File: src/hw/rtl/bse_pkg.sv
// ============================================================================
// bse_pkg: shared types, codes and helpers for the bouncing sprite engine
// Item layouts, operation and register codes, and saturating arithmetic.
// ============================================================================
package bse_pkg;

    // Operation codes carried in the func field
    localparam logic [2:0] FUNC_WRITE = 3'd0;
    localparam logic [2:0] FUNC_READ  = 3'd1;
    localparam logic [2:0] FUNC_TICK  = 3'd2;
    localparam logic [2:0] FUNC_PLACE = 3'd3;
    localparam logic [2:0] FUNC_STEP  = 3'd4;
    localparam logic [2:0] FUNC_SPEED = 3'd5;

    // Step directions
    localparam logic [1:0] DIR_UP    = 2'd0;
    localparam logic [1:0] DIR_DOWN  = 2'd1;
    localparam logic [1:0] DIR_LEFT  = 2'd2;
    localparam logic [1:0] DIR_RIGHT = 2'd3;

    // Configuration register indexes
    localparam logic [2:0] CFG_SPRITE_WIDTH  = 3'd0;
    localparam logic [2:0] CFG_SPRITE_HEIGHT = 3'd1;
    localparam logic [2:0] CFG_FRAME_COUNT   = 3'd2;
    localparam logic [2:0] CFG_MARGIN_RIGHT  = 3'd3;
    localparam logic [2:0] CFG_MARGIN_LEFT   = 3'd4;
    localparam logic [2:0] CFG_MARGIN_TOP    = 3'd5;
    localparam logic [2:0] CFG_MARGIN_BOTTOM = 3'd6;

    localparam int CFG_INDEX_W = 3;
    localparam int CFG_DATA_W  = 6;
    localparam int PIXEL_W     = 24;

    typedef struct packed {
        logic [2:0]         func;
        logic [3:0]         frame;
        logic [4:0]         row;
        logic [4:0]         col;
        logic signed [7:0]  pos_x;
        logic signed [7:0]  pos_y;
        logic [23:0]        value;
        logic [1:0]         direction;
        logic [3:0]         speed_x;
        logic [3:0]         speed_y;
        logic [15:0]        step_gap;
    } t_in_item;

    typedef struct packed {
        logic [23:0]        pixel;
        logic               bad_access;
        logic signed [7:0]  left_edge;
        logic signed [7:0]  top_edge;
        logic signed [7:0]  center_col;
        logic signed [7:0]  center_row;
    } t_out_item;

    typedef struct packed {
        logic [4:0]         sprite_width;
        logic [4:0]         sprite_height;
        logic [3:0]         frame_count;
        logic signed [5:0]  margin_right;
        logic signed [5:0]  margin_left;
        logic signed [5:0]  margin_top;
        logic signed [5:0]  margin_bottom;
    } t_cfg;

    // One operation handed to the motion unit
    typedef struct packed {
        logic               en;
        logic [2:0]         func;
        logic [1:0]         direction;
        logic signed [7:0]  pos_x;
        logic signed [7:0]  pos_y;
        logic [3:0]         speed_x;
        logic [3:0]         speed_y;
        logic [15:0]        step_gap;
    } t_motion_cmd;

    // Frame store access strobes
    typedef struct packed {
        logic we;
        logic re;
    } t_mem_ctl;

    // Clamp a 10-bit signed value to the 8-bit signed range
    function automatic logic signed [7:0] sat8(input logic signed [9:0] v);
        logic signed [7:0] res;
        if (v > 10'sd127) begin
            res = 8'sd127;
        end else if (v < -10'sd128) begin
            res = -8'sd128;
        end else begin
            res = v[7:0];
        end
        return res;
    endfunction

    // (2*edge + size - 1) / 2, truncated toward zero, saturated
    function automatic logic signed [7:0] center_of(input logic signed [7:0] edge_pos,
                                                    input logic [4:0] size);
        logic signed [9:0] sum;
        logic signed [9:0] adj;
        logic signed [9:0] half;
        sum  = $signed({edge_pos[7], edge_pos, 1'b0}) + $signed({5'b0, size}) - 10'sd1;
        adj  = sum + ((sum[9] && sum[0]) ? 10'sd1 : 10'sd0);
        half = adj >>> 1;
        return sat8(half);
    endfunction

endpackage

File: src/hw/rtl/bse_motion.sv
// ============================================================================
// bse_motion: sprite position, velocity and tick divider
// Applies tick, place, step and set-speed operations with edge bounce
// and position saturation.
// ============================================================================
module bse_motion #(
    parameter int SCREEN_LAST_COL = 14,
    parameter int SCREEN_LAST_ROW = 9
) (
    input  logic                  i_clk,
    input  logic                  i_rst_n,
    input  bse_pkg::t_cfg         i_cfg,
    input  bse_pkg::t_motion_cmd  i_cmd,
    output logic signed [7:0]     o_left,
    output logic signed [7:0]     o_top
);
    import bse_pkg::*;

    localparam logic signed [9:0] LAST_COL_W = 10'(SCREEN_LAST_COL);
    localparam logic signed [9:0] LAST_ROW_W = 10'(SCREEN_LAST_ROW);

    logic signed [7:0] r_left, n_left;
    logic signed [7:0] r_top,  n_top;
    logic signed [4:0] r_vx,   n_vx;
    logic signed [4:0] r_vy,   n_vy;
    logic [15:0]       r_tick, n_tick;
    logic [15:0]       r_period, n_period;

    logic signed [9:0] left_w, top_w, width_w, height_w;
    logic signed [9:0] mr_w, ml_w, mt_w, mb_w;
    logic [15:0]       tick_inc;
    logic              flip_x, flip_y;
    logic signed [4:0] vx_new, vy_new;

    // Widened operands for the edge compares
    always_comb begin
        left_w   = {{2{r_left[7]}}, r_left};
        top_w    = {{2{r_top[7]}}, r_top};
        width_w  = $signed({5'b0, i_cfg.sprite_width});
        height_w = $signed({5'b0, i_cfg.sprite_height});
        mr_w     = {{4{i_cfg.margin_right[5]}}, i_cfg.margin_right};
        ml_w     = {{4{i_cfg.margin_left[5]}}, i_cfg.margin_left};
        mt_w     = {{4{i_cfg.margin_top[5]}}, i_cfg.margin_top};
        mb_w     = {{4{i_cfg.margin_bottom[5]}}, i_cfg.margin_bottom};
        tick_inc = r_tick + 16'd1;
        flip_x   = (!r_vx[4] && (r_vx != 5'sd0) && (left_w > LAST_COL_W - mr_w)) ||
                   (r_vx[4] && (left_w + width_w - 10'sd1 < ml_w));
        flip_y   = (!r_vy[4] && (r_vy != 5'sd0) && (top_w > LAST_ROW_W - mb_w)) ||
                   (r_vy[4] && (top_w + height_w - 10'sd1 < mt_w));
        vx_new   = flip_x ? -r_vx : r_vx;
        vy_new   = flip_y ? -r_vy : r_vy;
    end

    // Next-state for the selected operation
    always_comb begin
        n_left   = r_left;
        n_top    = r_top;
        n_vx     = r_vx;
        n_vy     = r_vy;
        n_tick   = r_tick;
        n_period = r_period;
        if (i_cmd.en) begin
            unique case (i_cmd.func)
                FUNC_TICK: begin
                    if (tick_inc >= r_period) begin
                        n_vx   = vx_new;
                        n_vy   = vy_new;
                        n_left = sat8(left_w + {{5{vx_new[4]}}, vx_new});
                        n_top  = sat8(top_w + {{5{vy_new[4]}}, vy_new});
                        n_tick = '0;
                    end else begin
                        n_tick = tick_inc;
                    end
                end
                FUNC_PLACE: begin
                    n_left = i_cmd.pos_x;
                    n_top  = i_cmd.pos_y;
                end
                FUNC_STEP: begin
                    unique case (i_cmd.direction)
                        DIR_UP:    n_top  = sat8(top_w - 10'sd1);
                        DIR_DOWN:  n_top  = sat8(top_w + 10'sd1);
                        DIR_LEFT:  n_left = sat8(left_w - 10'sd1);
                        DIR_RIGHT: n_left = sat8(left_w + 10'sd1);
                        default:   n_left = r_left;
                    endcase
                end
                FUNC_SPEED: begin
                    n_vx     = r_vx[4] ? 5'sd0 - $signed({1'b0, i_cmd.speed_x})
                                       : $signed({1'b0, i_cmd.speed_x});
                    n_vy     = r_vy[4] ? 5'sd0 - $signed({1'b0, i_cmd.speed_y})
                                       : $signed({1'b0, i_cmd.speed_y});
                    n_period = i_cmd.step_gap;
                    n_tick   = '0;
                end
                default: begin
                    n_tick = r_tick;
                end
            endcase
        end
    end

    always_ff @(posedge i_clk) begin
        if (!i_rst_n) begin
            r_left   <= '0;
            r_top    <= '0;
            r_vx     <= '0;
            r_vy     <= '0;
            r_tick   <= '0;
            r_period <= 16'd1;
        end else begin
            r_left   <= n_left;
            r_top    <= n_top;
            r_vx     <= n_vx;
            r_vy     <= n_vy;
            r_tick   <= n_tick;
            r_period <= n_period;
        end
    end

    assign o_left = r_left;
    assign o_top  = r_top;
endmodule

File: config.mk
export PLATFORM = sky130hd
export DESIGN_NAME = bse_motion
export DESIGN_NICKNAME = d
export VERILOG_FILES = /design/src/hw/rtl/bse_pkg.sv /design/src/hw/rtl/bse_motion.sv
export SDC_FILE = /design/constraint.sdc
export NUM_CORES = 1
export LEC_CHECK = 0
export BUFFER_PORTS_ARGS = -buffer_cell sky130_fd_sc_hd__buf_4
export CORE_MARGIN = 2
export CORE_UTILIZATION = 35
export DETAILED_ROUTE_END_ITERATION = 12
export PLACE_DENSITY = 0.6
export SLEW_MARGIN = 20
export SYNTH_ARGS = -nofsm -noshare
export SYNTH_HDL_FRONTEND = slang
export SYNTH_SLANG_ARGS = --single-unit
export TNS_END_PERCENT = 10
File: constraint.sdc
create_clock -name i_clk -period 5.5 [get_ports i_clk]
set_input_delay 0.55 -clock i_clk [delete_from_list [all_inputs] [get_ports i_clk]]
set_output_delay 0.55 -clock i_clk [all_outputs]
set_load 0.1 [all_outputs]
==> parameters.txt <==
Parameter                              Value

Run status
  Result of the run ... finished, final reports clean

Placed design
  Gpl congestion ... 0.869
  DP Wirelength ... 16.5 mm
  Cell area after placement ... 9140 um^2
  IO Port Bufs ... 97

Synthesis
  Share of Yosys cell area claimed by the top area cell type ... 0.192
  Largest area contributor in the synthesized netlist ... sky130_fd_sc_hd__ha_1
  Fraction of the yosys area taken by sequential cells ... 0.153
  Cell with the most instances after synthesis ... sky130_fd_sc_hd__ha_1
  Largest cells by area after synthesis ... sky130_fd_sc_hd__ha_1 (19%), sky130_fd_sc_hd__dfxtp_1 (15%), sky130_fd_sc_hd__xnor2_1 (5.9%), sky130_fd_sc_hd__inv_1 (5.6%), sky130_fd_sc_hd__o21ai_0 (4.5%)
  Number of cells produced by synthesis ... 998
  Post-synth design cell area ... 7610 um^2
  Count of unique library cells instantiated by Yosys ... 84
  Number of warnings reported in the yosys synthesis log ... 0
  Count of flip-flops with a built-in enable after synthesis ... 0
  Prevailing post-synth register cell ... sky130_fd_sc_hd__dfxtp_1
  Async set-reset flop share out of synthesis ... 0
  Top cells by instance count after synthesis ... sky130_fd_sc_hd__ha_1 (117), sky130_fd_sc_hd__inv_1 (114), sky130_fd_sc_hd__nand2_1 (90)
  Synth Register Bits ... 58
  Synthesized area divided by synthesized cell count ... 7.62 um^2
  Number of nets in the synthesized netlist ... 1205

Global route
  Overflow left after global routing ... 0
  Global-route wire length before repair ... 34.8 mm
  Largest net degree at the start of global routing ... 63
  Number of global-route vias before repair ... 7219
  Number of antenna violations at the first check in global routing ... 0
  Total Routing Usage GR ... 0.187

STA
  Fmax ... 190 MHz
  Headroom to the max-slew limit ... 0.335
  Number of max-slew violations in the final report ... 0
  Worst-Margin Slew ... 984 ps
  Final Hold Violating Endpoints ... 0
  Portion of the clock cycle consumed by the worst path in the final layout ... 0.958
  Time the worst path needs with I/O delays and setup ... 5270 ps
  Final setup violation count ... 0
  Clock Skew ... 3.08 ps

Pwr
  Leakage ... 4.36 nW
  Worst VDD drop ... 0.149 mV
  Total power density per cell area ... 183 nW/um^2

Min path
  Type of the worst min-delay path ... input pin to flip-flop

Setup path
  Endpoint arrival time on the critical path ... 5440 ps
  Kind of launch point of the worst setup path ... input pin
  Worst Path Max Fanout ... 7
  Setup Crit Path Kind ... input pin to flip-flop
  Largest incremental delay on the critical path ... 440 ps
  Data required time of the critical path ... 5670 ps
  Slowest stage cell, crit path ... sky130_fd_sc_hd__or4b_4
  Sort of element at the end of the critical path ... flip-flop
  Cell repeated most along the worst path ... sky130_fd_sc_hd__ha_4

Drt
  Wire length reported by the detailed router ... 21.8 mm
  Antenna Violating Nets Remaining ... 0
  Number of vias per cell after detailed routing ... 5.33
  Iteration-0 DRC Markers ... 373
  Via count of the routed design ... 7601
  Pre-antenna DRT Iters ... 5
  DRC violations left ... 0
  Average wire per cell in the routed design ... 15.3 um

Floorplan
  Initial cell density of the core ... 0.360
  Core Box Area ... 21200 um^2
  Total I/O pin count ... 102
  Die Span Y ... 151 um
  Chip width ... 151 um
  Std-Cell Rows ... 53
  Area of the die ... 22900 um^2

Clock tree
  Maximum level of the CTS H-tree ... 3
  Source-to-sink clock delay at the later pin of the worst-skew pair ... 340 ps
  Number of clock buffers inserted by TritonCTS ... 9
  Maximum buffer depth of the clock tree ... 2
  Clk root buf ... sky130_fd_sc_hd__clkbuf_16
  Clock transition at the registers of the reported paths ... 60 ps
  TritonCTS clock tree ... built
  Total clock sinks ... 58

Cells and area
  ANT cells ... 0
  Number of inserted filler cells in the final layout ... 2148
  Final instance area ... 9730 um^2
  Share of final-layout standard cells stronger than drive strength 1 ... 0.237
  Utilization of the core after routing ... 0.460
  Count of nets after finishing ... 1352
  Synthesis-to-finish area growth ... 27.9%

Flow run
  MaxCap Viol Count ... 0
area by class of cell:
class                           count  area [um^2]  share of cell area
Tap cell                          275          344              0.0354
Timing Repair Buffer              179         1340               0.138
Multi-Input combinational cell    782         6090               0.626
Inverter                          115          439              0.0451
Clock inverter                      2         13.8             0.00141
Sequential cell                    58         1190               0.122
Clock buffer                       14          305              0.0314
cells by family after synthesis:
| kind of cell | synth area share |
|---|---|
| xor+xnor | 0.0806 |
| buf+inv | 0.0826 |
| mux | 0.00674 |
| compound gates | 0.268 |
| flops | 0.153 |
| simple gates | 0.207 |
| fa+ha+maj | 0.203 |
per-stage QoR:
step	power, mW	hold WS [ps]	worst slack [ps]	setup TNS, ps	std cells
after floorplan	0.956	443	-101	-646	998
after global placement	1.16	454	-155	-1550	1397
after detailed placement	1.17	459	-240	-1970	1397
after CTS	1.77	429	59.2	0	1413
after global routing	1.89	439	-33.2	-114	1425
final	1.78	429	231	0	1425
registers in the layout, indices dropped and copies added, names as in the netlist:
name / count
o_left: 8
r_period: 16
o_top: 8
r_vy: 5
r_vx: 5
r_tick: 16
worst max-delay path: cells and delay by family:
family	cells	cell delay, ps
multiplexers	2	580
adder cells (fa/ha/maj)	5	1140
buffers and inverters	6	520
AND/OR/NAND/NOR	4	780
AO/OA/AOI/OAI	12	1880
power breakdown:
group / internal, mW / switching, mW
sequential: 0.431 / 0.00923
clock: 0.382 / 0.212
combinational: 0.325 / 0.417
total: 1.14 / 0.639
metal layers:
layer	vias to the layer above	global-route usage	wire, um	part of all wire
li1	3893	-	-	-
met1	3523	0.254	10500	0.48
met2	164	0.311	10100	0.46
met3	21	0.0310	1070	0.049
met4	0	0.0430	235	0.011
met5	-	0	0	0
path summary, 6_finish.rpt:
check | cells after the start | startpoint | to | slack (ps)
setup reg to reg | 28 | o_top[1] | o_top[5] | 230
hold reg to reg | 2 | r_period[9] | r_period[9] | 460
hold / removal | 3 | i_cmd[0] | r_period[0] | 430
setup / recovery | 29 | i_cfg[29] | o_top[5] | 230
layout by cell type, fill, tap and decap left out, types with 9 or more instances in the layout:
master	n
sky130_fd_sc_hd__clkbuf_16	10
sky130_fd_sc_hd__o21a_1	12
sky130_fd_sc_hd__nand3_1	37
sky130_fd_sc_hd__nor3_1	9
sky130_fd_sc_hd__nand4_1	13
sky130_fd_sc_hd__inv_1	108
sky130_fd_sc_hd__nor2b_1	25
sky130_fd_sc_hd__o21ai_0	64
sky130_fd_sc_hd__buf_4	179
sky130_fd_sc_hd__xor2_1	19
sky130_fd_sc_hd__a22oi_1	13
sky130_fd_sc_hd__nor2_1	40
sky130_fd_sc_hd__ha_1	110
sky130_fd_sc_hd__a31oi_1	15
sky130_fd_sc_hd__and3_1	16
sky130_fd_sc_hd__a21o_1	14
sky130_fd_sc_hd__o21bai_1	12
sky130_fd_sc_hd__dfxtp_1	48
sky130_fd_sc_hd__xnor2_1	49
sky130_fd_sc_hd__a21boi_0	26
sky130_fd_sc_hd__a21oi_1	35
sky130_fd_sc_hd__o221ai_1	9
sky130_fd_sc_hd__nand2_1	87
timing repair:
action                     in CTS  in global routing
setup buffers                   0                 12
hold buffers                    0                  0
gates resized for setup         0                 42
setup endpoints to repair       0                 15
Power figures use the tool's default switching activity.
